[src/design/dwt97_lifting_line_filter_macros.svh]
// Assertion macros for the 9/7 lifting line filter.
// Taken by `include in the files that carry concurrent assertions.
`ifndef DWT97_LIFTING_LINE_FILTER_MACROS_SVH
`define DWT97_LIFTING_LINE_FILTER_MACROS_SVH

// same-cycle implication, disabled while reset is low
`define DWT97_ASSERT_SAME(label, clk, rst_n, ante, cons, msg) \
	label: assert property (@(posedge clk) disable iff (!rst_n) (ante) |-> (cons)) \
		else $error(msg);

// next-cycle implication, disabled while reset is low
`define DWT97_ASSERT_NEXT(label, clk, rst_n, ante, cons, msg) \
	label: assert property (@(posedge clk) disable iff (!rst_n) (ante) |=> (cons)) \
		else $error(msg);

`endif

[src/design/dwt97_pkg.sv]
// Shared types and constants of the 9/7 lifting line filter.
// No dependencies; the interfaces, controller, datapath, top level and testbench use it.
`timescale 1ns / 1ps

package dwt97_pkg;

	localparam int IO_W      = 24;
	localparam int COEF_W    = 18;
	localparam int FRAC      = 16;
	localparam int TAP_W     = 4;
	localparam int TAPS      = 9;
	localparam int EXTEND    = 4;
	localparam int LIFT_HI   = TAPS - 2;
	localparam int WIN_DEPTH = 12;
	localparam int WIN_IDX_W = 4;

	localparam logic [TAP_W-1:0] MID_TAP  = TAP_W'(EXTEND);
	localparam logic [TAP_W-1:0] LAST_TAP = TAP_W'(TAPS - 1);

	typedef logic signed [COEF_W-1:0] coef_t;

	// Q2.16 lifting and scaling coefficients
	localparam coef_t LIFT_ALPHA  = -18'sd103949;
	localparam coef_t LIFT_BETA   = -18'sd3472;
	localparam coef_t LIFT_GAMMA  = 18'sd57862;
	localparam coef_t LIFT_DELTA  = 18'sd29066;
	localparam coef_t SCALE_K     = 18'sd80621;
	localparam coef_t SCALE_INV_K = 18'sd53274;

	// operation phases of one multiply op
	localparam logic [1:0] PH_READ = 2'd0;
	localparam logic [1:0] PH_MUL  = 2'd1;
	localparam logic [1:0] PH_WB   = 2'd2;

	typedef enum logic [2:0] {
		ST_IDLE,
		ST_LOAD,
		ST_ISCALE,
		ST_LIFT,
		ST_FSCALE,
		ST_EMIT,
		ST_SHORT,
		ST_CLEAR
	} ctrl_state_t;

	typedef struct packed {
		logic             win_shift;
		logic             win_clear;
		logic             load;
		logic             mul;
		logic             wb;
		logic             lift_op;
		logic             sub;
		logic             ended;
		logic [TAP_W-1:0] ra;
		logic [TAP_W-1:0] rb;
		logic [TAP_W-1:0] wt;
		coef_t            coef;
		logic             emit;
		logic             odd;
		logic             last;
		logic             err;
	} dp_cmd_t;

	typedef struct packed {
		logic out_free;
	} dp_status_t;

	function automatic coef_t lift_coef(input logic inv, input logic [1:0] step);
		coef_t c;
		case (step)
			2'd0: c = inv ? LIFT_DELTA : LIFT_ALPHA;
			2'd1: c = inv ? LIFT_GAMMA : LIFT_BETA;
			2'd2: c = inv ? LIFT_BETA  : LIFT_GAMMA;
			2'd3: c = inv ? LIFT_ALPHA : LIFT_DELTA;
			default: c = LIFT_ALPHA;
		endcase
		return c;
	endfunction

endpackage

[src/design/dwt97_if.sv]
// Channel interfaces of the 9/7 lifting line filter: samples, results, config.
// Depends on dwt97_pkg.
`timescale 1ns / 1ps

interface dwt97_sample_if;
	logic                                valid;
	logic                                ready;
	logic signed [dwt97_pkg::IO_W-1:0]   sample;
	logic                                line_end;
	modport source (output valid, sample, line_end, input ready);
	modport sink   (input valid, sample, line_end, output ready);
endinterface

interface dwt97_result_if;
	logic                                valid;
	logic                                ready;
	logic signed [dwt97_pkg::IO_W-1:0]   coeff;
	logic                                odd_position;
	logic                                run_last;
	logic                                too_short;
	modport source (output valid, coeff, odd_position, run_last, too_short, input ready);
	modport sink   (input valid, coeff, odd_position, run_last, too_short, output ready);
endinterface

interface dwt97_cfg_if;
	logic valid;
	logic ready;
	logic direction;
	modport source (output valid, direction, input ready);
	modport sink   (input valid, direction, output ready);
endinterface

[src/design/dwt97_ram.sv]
// Generic RAM: one write port, two read ports with registered read data.
// No dependencies.
`timescale 1ns / 1ps

module dwt97_ram #(
	parameter int WIDTH = 24,
	parameter int DEPTH = 9
) (
	input  logic                     clk,
	input  logic                     we,
	input  logic [$clog2(DEPTH)-1:0] waddr,
	input  logic [WIDTH-1:0]         wdata,
	input  logic [$clog2(DEPTH)-1:0] raddr_a,
	input  logic [$clog2(DEPTH)-1:0] raddr_b,
	output logic [WIDTH-1:0]         rdata_a,
	output logic [WIDTH-1:0]         rdata_b
);

	logic [WIDTH-1:0] mem_q [DEPTH];

	always_ff @(posedge clk) begin
		if (we) begin
			mem_q[waddr] <= wdata;
		end
		rdata_a <= mem_q[raddr_a];
		rdata_b <= mem_q[raddr_b];
	end

endmodule

[src/design/dwt97_datapath.sv]
// Datapath: sample window, tap fetch with symmetric extension, partials RAM,
// shared multiplier with rounding and saturation, and the result register.
// Depends on dwt97_pkg and dwt97_ram.
`timescale 1ns / 1ps

module dwt97_datapath #(
	parameter int MAX_LINE    = 4096,
	parameter int SAMPLE_BITS = 24
) (
	input  logic                               clk,
	input  logic                               arst_n,
	input  dwt97_pkg::dp_cmd_t                 cmd,
	input  logic [$clog2(MAX_LINE)-1:0]        k,
	input  logic [$clog2(MAX_LINE)-1:0]        j,
	input  logic signed [dwt97_pkg::IO_W-1:0]  in_sample,
	output dwt97_pkg::dp_status_t              status,
	output logic                               out_valid,
	input  logic                               out_ready,
	output logic signed [dwt97_pkg::IO_W-1:0]  out_coeff,
	output logic                               out_odd,
	output logic                               out_last,
	output logic                               out_short
);
	import dwt97_pkg::*;

	localparam int SB  = SAMPLE_BITS;
	localparam int KW  = $clog2(MAX_LINE);
	localparam int CW  = KW + 3;
	localparam int OPW = SB + 1;
	localparam int PW  = OPW + COEF_W;
	localparam int SHW = PW - FRAC;
	localparam int RW  = SHW + 1;
	localparam int IW  = (SB > IO_W) ? SB : IO_W;

	localparam logic signed [IW-1:0] IN_MAX  = {{(IW - SB + 1){1'b0}}, {(SB - 1){1'b1}}};
	localparam logic signed [IW-1:0] IN_MIN  = ~IN_MAX;
	localparam logic signed [IW-1:0] OUT_MAX = {{(IW - IO_W + 1){1'b0}}, {(IO_W - 1){1'b1}}};
	localparam logic signed [IW-1:0] OUT_MIN = ~OUT_MAX;
	localparam logic signed [RW-1:0] RES_MAX = {{(RW - SB + 1){1'b0}}, {(SB - 1){1'b1}}};
	localparam logic signed [RW-1:0] RES_MIN = ~RES_MAX;

	logic signed [SB-1:0]  win_q [WIN_DEPTH];
	logic signed [IW-1:0]  in_ext;
	logic signed [SB-1:0]  in_sat;

	logic signed [CW-1:0]  ki, ji, ti, di;
	logic [WIN_IDX_W-1:0]  win_idx;

	logic [SB-1:0]         rd_a_raw, rd_b_raw;
	logic signed [SB-1:0]  rd_a, rd_b;
	logic signed [OPW-1:0] op;
	logic signed [PW-1:0]  prod_s1;
	logic signed [SHW-1:0] sh;
	logic signed [RW-1:0]  base, res;
	logic signed [SB-1:0]  res_sat;
	logic signed [IW-1:0]  mid_ext;
	logic signed [IO_W-1:0] mid_sat;

	logic                  ram_we;
	logic [SB-1:0]         ram_wdata;

	logic                  ov_q;
	logic signed [IO_W-1:0] coeff_q;
	logic                  odd_q, last_q, short_q;

	// input saturation to the working width
	always_comb begin
		in_ext = IW'(in_sample);
		if (in_ext > IN_MAX) begin
			in_sat = IN_MAX[SB-1:0];
		end else if (in_ext < IN_MIN) begin
			in_sat = IN_MIN[SB-1:0];
		end else begin
			in_sat = in_ext[SB-1:0];
		end
	end

	always_ff @(posedge clk or negedge arst_n) begin
		if (!arst_n) begin
			for (int w = 0; w < WIN_DEPTH; w++) begin
				win_q[w] <= '0;
			end
		end else if (cmd.win_clear) begin
			for (int w = 0; w < WIN_DEPTH; w++) begin
				win_q[w] <= '0;
			end
		end else if (cmd.win_shift) begin
			win_q[0] <= in_sat;
			for (int w = 1; w < WIN_DEPTH; w++) begin
				win_q[w] <= win_q[w-1];
			end
		end
	end

	// position of tap wt around result k, mirrored at the line start and, once the line has ended, at its end
	always_comb begin
		ki = signed'(CW'(k));
		ji = signed'(CW'(j));
		ti = ki + signed'(CW'(cmd.wt)) - signed'(CW'(EXTEND));
		if (ti < 0) begin
			ti = -ti;
		end
		if (cmd.ended && ti > ji) begin
			ti = (ji <<< 1) - ti;
		end
		if (ti < 0) begin
			ti = '0;
		end
		if (ti > ji) begin
			ti = ji;
		end
		di = ji - ti;
		if (di > signed'(CW'(WIN_DEPTH - 1))) begin
			di = signed'(CW'(WIN_DEPTH - 1));
		end
		win_idx = di[WIN_IDX_W-1:0];
	end

	dwt97_ram #(
		.WIDTH (SB),
		.DEPTH (TAPS)
	) u_partials (
		.clk     (clk),
		.we      (ram_we),
		.waddr   (cmd.wt),
		.wdata   (ram_wdata),
		.raddr_a (cmd.ra),
		.raddr_b (cmd.rb),
		.rdata_a (rd_a_raw),
		.rdata_b (rd_b_raw)
	);

	assign rd_a = signed'(rd_a_raw);
	assign rd_b = signed'(rd_b_raw);

	assign op = cmd.lift_op ? (OPW'(rd_a) + OPW'(rd_b)) : OPW'(rd_a);

	always_ff @(posedge clk) begin
		if (cmd.mul) begin
			prod_s1 <= op * cmd.coef;
		end
	end

	// round to nearest: +2^15 then floor shift, done as the floor shift plus the bit below the binary point
	always_comb begin
		sh   = prod_s1[PW-1:FRAC] + SHW'(prod_s1[FRAC-1]);
		base = cmd.lift_op ? RW'(rd_a) : '0;
		res  = cmd.sub ? (base - RW'(sh)) : (base + RW'(sh));
		if (res > RES_MAX) begin
			res_sat = RES_MAX[SB-1:0];
		end else if (res < RES_MIN) begin
			res_sat = RES_MIN[SB-1:0];
		end else begin
			res_sat = res[SB-1:0];
		end
	end

	assign ram_we    = cmd.load | cmd.wb;
	assign ram_wdata = cmd.load ? win_q[win_idx] : res_sat;

	always_comb begin
		mid_ext = IW'(rd_a);
		if (mid_ext > OUT_MAX) begin
			mid_sat = OUT_MAX[IO_W-1:0];
		end else if (mid_ext < OUT_MIN) begin
			mid_sat = OUT_MIN[IO_W-1:0];
		end else begin
			mid_sat = mid_ext[IO_W-1:0];
		end
	end

	always_ff @(posedge clk or negedge arst_n) begin
		if (!arst_n) begin
			ov_q <= 1'b0;
		end else if (cmd.emit) begin
			ov_q <= 1'b1;
		end else if (out_ready) begin
			ov_q <= 1'b0;
		end
	end

	always_ff @(posedge clk) begin
		if (cmd.emit) begin
			coeff_q <= cmd.err ? '0 : mid_sat;
			odd_q   <= cmd.odd;
			last_q  <= cmd.last;
			short_q <= cmd.err;
		end
	end

	assign status.out_free = !ov_q || out_ready;
	assign out_valid = ov_q;
	assign out_coeff = coeff_q;
	assign out_odd   = odd_q;
	assign out_last  = last_q;
	assign out_short = short_q;

endmodule

[src/design/dwt97_ctrl.sv]
// Controller: line bookkeeping, direction register and the sequencer that
// walks fetch, scaling, the four lifting steps and result emission.
// Depends on dwt97_pkg.
`timescale 1ns / 1ps

module dwt97_ctrl #(
	parameter int MAX_LINE = 4096
) (
	input  logic                        clk,
	input  logic                        arst_n,
	input  logic                        in_valid,
	input  logic                        in_line_end,
	output logic                        in_ready,
	input  logic                        cfg_we,
	input  logic                        cfg_direction,
	input  dwt97_pkg::dp_status_t       status,
	output dwt97_pkg::dp_cmd_t          cmd,
	output logic [$clog2(MAX_LINE)-1:0] k,
	output logic [$clog2(MAX_LINE)-1:0] j
);
	import dwt97_pkg::*;

	localparam int KW = $clog2(MAX_LINE);

	ctrl_state_t      state_q, state_n;
	logic [1:0]       ph_q, ph_n;
	logic [TAP_W-1:0] t_q, t_n;
	logic [1:0]       s_q, s_n;
	logic [KW-1:0]    k_q, k_n, j_q, j_n, count_q, count_n;
	logic             ended_q, ended_n, dir_q;
	logic             ended_now, tap_par, step_par, step_done;

	always_ff @(posedge clk or negedge arst_n) begin
		if (!arst_n) begin
			state_q <= ST_IDLE;
			ph_q    <= PH_READ;
			t_q     <= '0;
			s_q     <= '0;
			k_q     <= '0;
			j_q     <= '0;
			count_q <= '0;
			ended_q <= 1'b0;
			dir_q   <= 1'b0;
		end else begin
			state_q <= state_n;
			ph_q    <= ph_n;
			t_q     <= t_n;
			s_q     <= s_n;
			k_q     <= k_n;
			j_q     <= j_n;
			count_q <= count_n;
			ended_q <= ended_n;
			if (cfg_we) begin
				dir_q <= cfg_direction;
			end
		end
	end

	assign tap_par   = k_q[0] ^ t_q[0];
	assign step_par  = dir_q ? s_q[0] : ~s_q[0];
	assign step_done = (t_q == TAP_W'(LIFT_HI) - TAP_W'(s_q));
	assign ended_now = in_line_end || (count_q == KW'(MAX_LINE - 1));

	always_comb begin
		state_n  = state_q;
		ph_n     = ph_q;
		t_n      = t_q;
		s_n      = s_q;
		k_n      = k_q;
		j_n      = j_q;
		count_n  = count_q;
		ended_n  = ended_q;
		in_ready = 1'b0;
		cmd      = '0;
		cmd.ended = ended_q;
		cmd.wt    = t_q;
		cmd.ra    = t_q;
		cmd.rb    = t_q;
		cmd.sub   = dir_q;

		case (state_q)
			ST_IDLE: begin
				in_ready = 1'b1;
				if (in_valid) begin
					cmd.win_shift = 1'b1;
					j_n     = count_q;
					ended_n = ended_now;
					t_n     = '0;
					ph_n    = PH_READ;
					k_n     = count_q - KW'(EXTEND);
					if (ended_now) begin
						count_n = '0;
						state_n = (count_q < KW'(EXTEND)) ? ST_SHORT : ST_LOAD;
					end else begin
						count_n = count_q + KW'(1);
						if (count_q >= KW'(EXTEND)) begin
							state_n = ST_LOAD;
						end
					end
				end
			end

			ST_LOAD: begin
				cmd.load = 1'b1;
				if (t_q == LAST_TAP) begin
					ph_n = PH_READ;
					if (dir_q) begin
						state_n = ST_ISCALE;
						t_n     = '0;
					end else begin
						state_n = ST_LIFT;
						s_n     = '0;
						t_n     = TAP_W'(1);
					end
				end else begin
					t_n = t_q + TAP_W'(1);
				end
			end

			ST_ISCALE: begin
				// odd taps are high band: scale by 1/K, even by K
				cmd.coef = tap_par ? SCALE_INV_K : SCALE_K;
				case (ph_q)
					PH_READ: ph_n = PH_MUL;
					PH_MUL: begin
						cmd.mul = 1'b1;
						ph_n    = PH_WB;
					end
					default: begin
						cmd.wb = 1'b1;
						cmd.sub = 1'b0;
						ph_n   = PH_READ;
						if (t_q == LAST_TAP) begin
							state_n = ST_LIFT;
							s_n     = '0;
							t_n     = TAP_W'(1);
						end else begin
							t_n = t_q + TAP_W'(1);
						end
					end
				endcase
			end

			ST_LIFT: begin
				cmd.lift_op = 1'b1;
				cmd.coef    = lift_coef(dir_q, s_q);
				cmd.ra      = (ph_q == PH_READ) ? (t_q - TAP_W'(1)) : t_q;
				cmd.rb      = t_q + TAP_W'(1);
				if (tap_par == step_par) begin
					case (ph_q)
						PH_READ: ph_n = PH_MUL;
						PH_MUL: begin
							cmd.mul = 1'b1;
							ph_n    = PH_WB;
						end
						default: begin
							cmd.wb = 1'b1;
							ph_n   = PH_READ;
						end
					endcase
				end
				if (tap_par != step_par || ph_q == PH_WB) begin
					if (step_done) begin
						if (s_q == 2'd3) begin
							state_n = dir_q ? ST_EMIT : ST_FSCALE;
						end else begin
							s_n = s_q + 2'd1;
							t_n = TAP_W'(s_q) + TAP_W'(2);
						end
					end else begin
						t_n = t_q + TAP_W'(1);
					end
				end
			end

			ST_FSCALE: begin
				cmd.coef = k_q[0] ? SCALE_K : SCALE_INV_K;
				cmd.ra   = MID_TAP;
				cmd.wt   = MID_TAP;
				cmd.sub  = 1'b0;
				case (ph_q)
					PH_READ: ph_n = PH_MUL;
					PH_MUL: begin
						cmd.mul = 1'b1;
						ph_n    = PH_WB;
					end
					default: begin
						cmd.wb  = 1'b1;
						ph_n    = PH_READ;
						state_n = ST_EMIT;
					end
				endcase
			end

			ST_EMIT: begin
				cmd.ra   = MID_TAP;
				cmd.odd  = k_q[0];
				cmd.last = ended_q && (k_q == j_q);
				if (ph_q == PH_READ) begin
					ph_n = PH_MUL;
				end else if (status.out_free) begin
					cmd.emit = 1'b1;
					ph_n     = PH_READ;
					t_n      = '0;
					if (!ended_q) begin
						state_n = ST_IDLE;
					end else if (k_q == j_q) begin
						state_n = ST_CLEAR;
					end else begin
						k_n     = k_q + KW'(1);
						state_n = ST_LOAD;
					end
				end
			end

			ST_SHORT: begin
				cmd.last = 1'b1;
				cmd.err  = 1'b1;
				if (status.out_free) begin
					cmd.emit = 1'b1;
					state_n  = ST_CLEAR;
				end
			end

			ST_CLEAR: begin
				cmd.win_clear = 1'b1;
				ended_n       = 1'b0;
				state_n       = ST_IDLE;
			end

			default: state_n = ST_IDLE;
		endcase
	end

	assign k = k_q;
	assign j = j_q;

endmodule

[src/design/dwt97_lifting_line_filter.sv]
// Top level of the 9/7 lifting line filter: controller, datapath and checks.
// Depends on dwt97_pkg, dwt97_if, dwt97_ctrl, dwt97_datapath and the macros header.
//
// One line of Q15.8 samples enters one item at a time; the last item carries
// line_end (forced at MAX_LINE samples). The filter runs the irreversible 9/7
// lifting transform, forward or inverse per the direction register, with
// whole-sample symmetric extension at both ends, and emits interleaved
// coefficients four samples behind the input; the last item flushes the final
// five. Lines under five samples give one result with too_short set. Every
// result is built by one shared multiplier over a nine-entry partials RAM:
// the nine taps are fetched, then each lifting or scaling multiply goes through
// read, multiply and write-back phases while a skipped tap is stepped over, and
// the result is then handed off, waiting out any receiver stall. An item is
// accepted and then takes that work once, five times at line end followed by a
// window clear, or nothing more when it yields no result. A short line is
// accepted, gives one result and then the clear.
`timescale 1ns / 1ps
`include "dwt97_lifting_line_filter_macros.svh"

module dwt97_lifting_line_filter #(
	parameter int MAX_LINE    = 4096,
	parameter int SAMPLE_BITS = 24
) (
	input  logic            clk,
	input  logic            arst_n,
	dwt97_sample_if.sink    samples,
	dwt97_result_if.source  results,
	dwt97_cfg_if.sink       cfg
);
	import dwt97_pkg::*;

	localparam int KW = $clog2(MAX_LINE);

	dp_cmd_t       cmd;
	dp_status_t    status;
	logic [KW-1:0] k, j;
	logic          in_ready;

	assign cfg.ready     = 1'b1;
	assign samples.ready = in_ready;

	dwt97_ctrl #(
		.MAX_LINE (MAX_LINE)
	) u_ctrl (
		.clk           (clk),
		.arst_n        (arst_n),
		.in_valid      (samples.valid),
		.in_line_end   (samples.line_end),
		.in_ready      (in_ready),
		.cfg_we        (cfg.valid & cfg.ready),
		.cfg_direction (cfg.direction),
		.status        (status),
		.cmd           (cmd),
		.k             (k),
		.j             (j)
	);

	dwt97_datapath #(
		.MAX_LINE    (MAX_LINE),
		.SAMPLE_BITS (SAMPLE_BITS)
	) u_datapath (
		.clk       (clk),
		.arst_n    (arst_n),
		.cmd       (cmd),
		.k         (k),
		.j         (j),
		.in_sample (samples.sample),
		.status    (status),
		.out_valid (results.valid),
		.out_ready (results.ready),
		.out_coeff (results.coeff),
		.out_odd   (results.odd_position),
		.out_last  (results.run_last),
		.out_short (results.too_short)
	);

	// no new item while taps are being loaded
	`DWT97_ASSERT_SAME(a_load_blocks_input, clk, arst_n, cmd.load, !samples.ready, "item taken during tap load")
	// a held result is never overwritten
	`DWT97_ASSERT_SAME(a_emit_needs_room, clk, arst_n, cmd.emit, results.ready || !results.valid, "result overwritten")
	// a line end always starts a flush or a short-line result
	`DWT97_ASSERT_NEXT(a_line_end_busy, clk, arst_n, samples.valid && samples.ready && samples.line_end, !samples.ready, "line end not flushed")

endmodule

[src/flat_wrapper.sv]
// flat-port wrapper written by rule: the top's interface ports become plain ports
module dwt97_lifting_line_filter_flat import dwt97_pkg::*;
#(
	parameter int MAX_LINE    = 4096,
	parameter int SAMPLE_BITS = 24
)
  (clk, arst_n, samples_valid, samples_sample, samples_line_end, samples_ready, results_valid, results_coeff, results_odd_position, results_run_last, results_too_short, results_ready, cfg_valid, cfg_direction, cfg_ready);
  dwt97_sample_if samples_i ();
  dwt97_result_if results_i ();
  dwt97_cfg_if cfg_i ();
  input  logic clk;
  input  logic arst_n;
  input wire logic [$bits(samples_i.valid)-1:0] samples_valid;
  input wire logic [$bits(samples_i.sample)-1:0] samples_sample;
  input wire logic [$bits(samples_i.line_end)-1:0] samples_line_end;
  output wire logic [$bits(samples_i.ready)-1:0] samples_ready;
  output wire logic [$bits(results_i.valid)-1:0] results_valid;
  output wire logic [$bits(results_i.coeff)-1:0] results_coeff;
  output wire logic [$bits(results_i.odd_position)-1:0] results_odd_position;
  output wire logic [$bits(results_i.run_last)-1:0] results_run_last;
  output wire logic [$bits(results_i.too_short)-1:0] results_too_short;
  input wire logic [$bits(results_i.ready)-1:0] results_ready;
  input wire logic [$bits(cfg_i.valid)-1:0] cfg_valid;
  input wire logic [$bits(cfg_i.direction)-1:0] cfg_direction;
  output wire logic [$bits(cfg_i.ready)-1:0] cfg_ready;
  assign samples_i.valid = samples_valid;
  assign samples_i.sample = samples_sample;
  assign samples_i.line_end = samples_line_end;
  assign samples_ready = samples_i.ready;
  assign results_valid = results_i.valid;
  assign results_coeff = results_i.coeff;
  assign results_odd_position = results_i.odd_position;
  assign results_run_last = results_i.run_last;
  assign results_too_short = results_i.too_short;
  assign results_i.ready = results_ready;
  assign cfg_i.valid = cfg_valid;
  assign cfg_i.direction = cfg_direction;
  assign cfg_ready = cfg_i.ready;
  dwt97_lifting_line_filter #(.MAX_LINE(MAX_LINE), .SAMPLE_BITS(SAMPLE_BITS)) u_core (.clk(clk), .arst_n(arst_n), .samples(samples_i), .results(results_i), .cfg(cfg_i));
endmodule
[config.mk]
export PLATFORM = sky130hd
export DESIGN_NAME = dwt97_lifting_line_filter_flat
export DESIGN_NICKNAME = d
export VERILOG_FILES = /design/src/design/dwt97_pkg.sv /design/src/design/dwt97_if.sv /design/src/design/dwt97_ram.sv /design/src/design/dwt97_datapath.sv /design/src/design/dwt97_ctrl.sv /design/src/design/dwt97_lifting_line_filter.sv /design/src/flat_wrapper.sv
export VERILOG_INCLUDE_DIRS = /design/src /design/src/design
export SDC_FILE = /design/constraint.sdc
export NUM_CORES = 2
export LEC_CHECK = 0
export BUFFER_PORTS_ARGS = -buffer_cell sky130_fd_sc_hd__buf_2
export CAP_MARGIN = 20
export CORE_MARGIN = 5
export CORE_UTILIZATION = 45
export DETAILED_ROUTE_END_ITERATION = 8
export GPL_ROUTABILITY_DRIVEN = 0
export GPL_TIMING_DRIVEN = 0
export PLACE_DENSITY = 0.64
export SLEW_MARGIN = 20
export SYNTH_ARGS = -nofsm -noshare
export SYNTH_HDL_FRONTEND = slang
export SYNTH_HIERARCHICAL = 1
export SYNTH_SLANG_ARGS = --single-unit
export TNS_END_PERCENT = 30
[constraint.sdc]
create_clock -name clk -period 14.3 [get_ports clk]
set_input_delay 2.145 -clock clk [delete_from_list [all_inputs] [get_ports clk]]
set_output_delay 2.145 -clock clk [all_outputs]
set_load 0.005 [all_outputs]
# [Word-level counts from Yosys, hierarchy flattened]
# Memory sizes are Yosys's and may differ from the RTL's. A register that Yosys moved wholly into a read port is not among the register bits.
# Cells that the tools add are included.
[classes] eq_ne=37 bitwise=4 n_mux=107 n_mul=1 reduce_logical=27 n_lt_le_gt_ge=14 add_sub_neg=17
[ops] cell="288-bit two-way mux" n=2
[ops] cell="24-bit two-way mux" n=8
[ops] cell="24-bit binary-select mux with 4-bit select" n=1
[ops] cell="12-bit two-way mux" n=6
[ops] cell="18-bit two-way mux" n=4
[ops] cell="18-bit case mux with 4 select lines" n=1
[ops] cell="15-bit two-way mux" n=4
[ops] cell="28-bit two-way mux" n=2
[ops] cell="18-bit case mux with 3 select lines" n=1
[ops] cell="4-bit two-way mux" n=13
[ops] cell="24-bit greater-than comparator, second input constant" n=2
[ops] cell="24-bit < comparator, second input constant" n=2
[ops] cell="3-bit two-way mux" n=16
[ops] cell="25-bit by 18-bit multiplier with 43-bit output" n=1
[ops] cell="17-bit two-way mux" n=2
[ops] cell="15-bit by 13-bit greater-than comparator with 1-bit output" n=2
[ops] cell="28-bit by 27-bit adder with 28-bit output" n=1
[ops] cell="28-bit by 24-bit greater-than comparator with 1-bit output, second input constant" n=1
[ops] cell="28-bit by 24-bit < comparator with 1-bit output, second input constant" n=1
[ops] cell="2-bit != test, second input constant" n=14
[ops] cell="28-bit by 27-bit subtractor with 28-bit output" n=1
[ops] cell="27-bit by 1-bit adder with 27-bit output" n=1
[ops] cell="24-bit by 24-bit adder with 25-bit output" n=1
[ops] cell="25-bit two-way mux" n=1
[ops] cell="62 further kinds" n=119
[word_totals] out_inout_bits=30 inputBits=31 mem_count=1 mem_bits_rw=216 reg_bits=408 elab_cells=236
[mem_list] memory="u_core.u_datapath.u_partials.mem_q" words=9 word_bits=24 rd=2 rd_ports_with_merged_regs=2 write_ports=1 line="dwt97_ram.sv:19" source="logic [WIDTH-1:0] mem_q [DEPTH];"

# [Logic depth before layout (Yosys ltp)]
[logic_depth] word_depth=21 mapped_depth=56 mapped_depth_nobuf=49

# [By module]
# The synthesis kept the hierarchy.
[by_module_without_submodules] mod="dwt97_datapath" cells_each=4095 area_per_inst_um2=38430.6 seq_area_each_um2=8883.5 n_inst=1
[by_module_without_submodules] mod="dwt97_ram" cells_each=723 area_per_inst_um2=11355.9 seq_area_each_um2=7447.1 n_inst=1
[by_module_without_submodules] mod="dwt97_ctrl" cells_each=486 area_per_inst_um2=3897.5 seq_area_each_um2=1226.2 n_inst=1
[by_module_without_submodules] mod="dwt97_lifting_line_filter" cells_each=2 area_per_inst_um2=11.3 seq_area_each_um2=0.0 n_inst=1

# [Worst setup path before layout]
# OpenSTA, ideal clock, no wires.
[synth_path] path_type="register -> register" startpoint="reg u_core.u_ctrl.state_q[1]" endpoint="mem u_core.u_datapath.u_partials.mem_q[0][1], data pin" t_required_ps=14009 path_stages_with_launch=55 period_less_slack_ps=11347 t_arrival_ps=11056 setup_slack_ps=2953 n_path_buf=6 setup_time_ps=291 path_cell_list="dfrtp_1 > buf_2 > clkbuf_1 > nand2b_1 > nor2_1 > nor2_1 > ha_1 > ha_1 > inv_1 > fa_1 > nand2b_1 > a21oi_1 > o311a_1 > o21bai_1 > and3_1 > buf_2 > o21ai_0 > xnor2_1 > (+19 left out) > a31o_2 > a21boi_0 > o311ai_2 > buf_4 > mux2i_1 > ha_1 > fa_1 > nor2b_1 > o21ai_0 > nand3_1 > or4bb_1 > nor4_4 > a31o_1 > buf_4 > buf_4 > nor2_1 > o311a_1 > a221oi_1"
[synth_rtl] element="start, declared" line="dwt97_ctrl.sv:25" source="ctrl_state_t state_q, state_n;"
[synth_rtl] element="start signal, assigned" line="dwt97_ctrl.sv:45" source="state_q <= state_n;"
[synth_rtl] element="end, declared" line="dwt97_ram.sv:19"

==> run metrics <==
status finished clean; Vias 40.67k; Worst-Skew Late Latency 660 ps; storage element area 17560 sq um; type of the tightest min-delay check reg -> reg; Synth Flop Type dfrtp_1; TritonCTS clock tree done; Routed Antenna Nets 0; final cycle utilization of the critical path 0.9436; wire per inst 22.20 um; Critical Path Most Common Cell ha_1; area of the multi-input gates 32990 sq um; Filler cells 10.75k; Fmax achieved 74.11 MHz; Yosys cell types 107; first-pass GRT wire length 244.2 mm; die area 126300 sq um; initial antenna violation count 8; reg2reg setup slack 810 ps; worst r2r src u_core/u_ctrl/state_q[1]; pre-CTS setup slack -343.2 ps; dpl hpwl 121.4 mm; register area share after synthesis 0.3270; Yosys top cell area share 0.1659; Setup Crit Path Kind reg -> reg; worst-case clock buffer depth 3; Worst R2R Path Depth 52; count of flip-flops with a built-in enable after synthesis 271; Die Y 355.4 um; CP required 14650 ps; largest area contributor in the netlist fa_1; Mapped Area 53700 sq um; CP max-delay cell a22oi_2; WL final 156.8 mm; Global Route Usage Sum 0.2469; first drt pass iteration count 6; core area 118200 sq um; Root Driver clkbuf_16; synth cell count leaders inv_1, nand2_1, nor2_1, mux2i_1, fa_1; relative slew slack 0.2128; largest net degree at the start of global routing 97; CTS sink count 657; CP Launch Type flop; Crit Path Max Fanout 10; clk_skew 44.61 ps; Final Hold Fails 0; cell with the most instances after synthesis inv_1; clk slew on worst S/H paths 60 ps; CP Capture Type flop; RSZ-0062 raised after global routing true; I/O pin count 61; Cells after Synth 5306; crit path launch u_core/u_ctrl/state_q[1]; Rows 126; share of layout cells above drive strength 1 0.1022; Syn Area/Cell 10.12 sq um; post-synth net total 6014; PortBufs 59; remaining global-route overflow 0; max incr delay on CP 570 ps; RR Endpoint u_core/u_datapath/u_partials/mem_q[5][14]; Least-Margin Pin Slew 1181 ps; hold buffer count at CTS 0; die width 355.4 um; drt drc 0; Yosys reg bits 657; final worst slack 806.0 ps; Max-Cap Viols 0; effective utilization at floorplan 0.4541; final setup violation count 0; H-tree Lvls 3; Final Max Slew Viols 0; drt via density 5.760; worst setup path endpoint u_core/u_datapath/u_partials/mem_q[5][14]; Layout Nets 6176; Ys Warns 6; Synth async-reset ratio 0.5145; cells taking the most area after synthesis fa_1, dfrtp_1, edfxtp_1, mux2i_1, ha_1; fin crit period 13490 ps; area growth from synthesis to layout 9.843%; cts bufs inserted 71; DR iter-0 viols 3910; number of global-route vias before repair 41.20k; CP arrival 13850 ps
[per-layer routing]
layer / global-route usage / part of all wire / up-vias
li1: - / - / 18420
met1: 0.3544 / 0.44 / 20430
met2: 0.3892 / 0.45 / 1552
met3: 0.03741 / 0.074 / 273
met4: 0.07308 / 0.032 / 0
met5: 0 / 0 / -
[critical path: cells and delay by family, from the launching register on]
kind | cells | cell delay [ps]
AO/OA/AOI/OAI | 24 | 6070
XOR/XNOR | 2 | 490
adder cells (fa/ha/maj) | 5 | 1370
buffers and inverters | 9 | 1610
flip-flops | 1 | 440
multiplexers | 1 | 180
AND/OR/NAND/NOR | 11 | 2980
[metrics by stage]
| step | instance area [sq um] | std cells | util | hold slack [ps] | TNS (ps) |
|---|---|---|---|---|---|
| global route | 58970 | 7057 | 0.4987 | 474.8 | -933.9 |
| global placement | 55910 | 6901 | 0.4729 | 458.8 | -9837 |
| floorplan | 53700 | 5306 | - | 444.1 | 0 |
| detailed placement | 56410 | 6929 | 0.4771 | 459.3 | -24700 |
| CTS | 58820 | 7055 | 0.4975 | 463.9 | 0 |
| finish | 58980 | 7061 | 0.4988 | 476.7 | 0 |
[state kept, by name (all words and copies together) (netlist names)]
signal                                cells
u_core/u_ctrl/count_q                    12
u_core/u_ctrl/dir_q                       1
u_core/u_ctrl/ended_q                     1
u_core/u_ctrl/j                          12
u_core/u_ctrl/k                          12
u_core/u_ctrl/ph_q                        2
u_core/u_ctrl/s_q                         2
u_core/u_ctrl/state_q                     3
u_core/u_ctrl/t_q                         4
u_core/u_datapath/out_coeff              24
u_core/u_datapath/out_last                1
u_core/u_datapath/out_odd                 1
u_core/u_datapath/out_short               1
u_core/u_datapath/out_valid               1
u_core/u_datapath/prod_s1                28
u_core/u_datapath/u_partials/mem_q      216
u_core/u_datapath/u_partials/rdata_a     24
u_core/u_datapath/u_partials/rdata_b     24
u_core/u_datapath/win_q                 288
[what timing repair did]
action / CTS / global route
setup endpoints to repair: 171 / 216
setup buffers: 0 / 1
pin swaps: 0 / 1
cloned: 0 / 0
resized for setup: 8 / 43
[cells by family after synthesis]
family,after synthesis,synth area share
AOI/OAI and AO/OA,773,0.1029
xor gates and xnor gates,177,0.02936
adders and majority gates,677,0.2200
buffers and inverters,837,0.06301
DFF,657,0.3270
muxes,617,0.1216
other,2,0.0001399
and+or+nand+nor,1566,0.1360
[final cells by class]
cell class,instances,share of cell area
timing repair buffer,89,0.01220
multi-input combinational,3812,0.5593
antenna,4,0.0001697
sequential,657,0.2977
tap,1536,0.03258
clock buffer,88,0.03292
inverter,544,0.03462
buffer,293,0.02297
clock inverter,38,0.007552
[worst min path at each step]
stage                                                   startpoint                                      end  cells past startpoint
after floorplan           u_core/u_datapath/u_partials/mem_q[8][0]  u_core/u_datapath/u_partials/rdata_b[0]                      2
after global placement    u_core/u_datapath/u_partials/mem_q[8][9]  u_core/u_datapath/u_partials/rdata_a[9]                      2
after detailed placement  u_core/u_datapath/u_partials/mem_q[8][8]  u_core/u_datapath/u_partials/rdata_a[8]                      2
after CTS                 u_core/u_datapath/u_partials/mem_q[8][3]  u_core/u_datapath/u_partials/rdata_a[3]                      2
after global routing      u_core/u_datapath/u_partials/mem_q[8][3]  u_core/u_datapath/u_partials/rdata_a[3]                      2
final                     u_core/u_datapath/u_partials/mem_q[8][3]  u_core/u_datapath/u_partials/rdata_a[3]                      2
[cell usage in the layout (no fill, tap or decap), types with 103 or more instances in the layout]
cell type,instances
xnor2_1,113
nand2_1,520
buf_2,103
dfrtp_1,338
ha_1,232
o21ai_0,111
mux2i_1,478
inv_1,544
nor2_1,478
fa_1,445
clkbuf_1,180
and2_1,163
edfxtp_1,271
mux2_2,123
a21oi_1,130
Power is left out: the tool's default activity adds up to more than one toggle a clock period on the data nets, which glitch-free logic cannot reach.
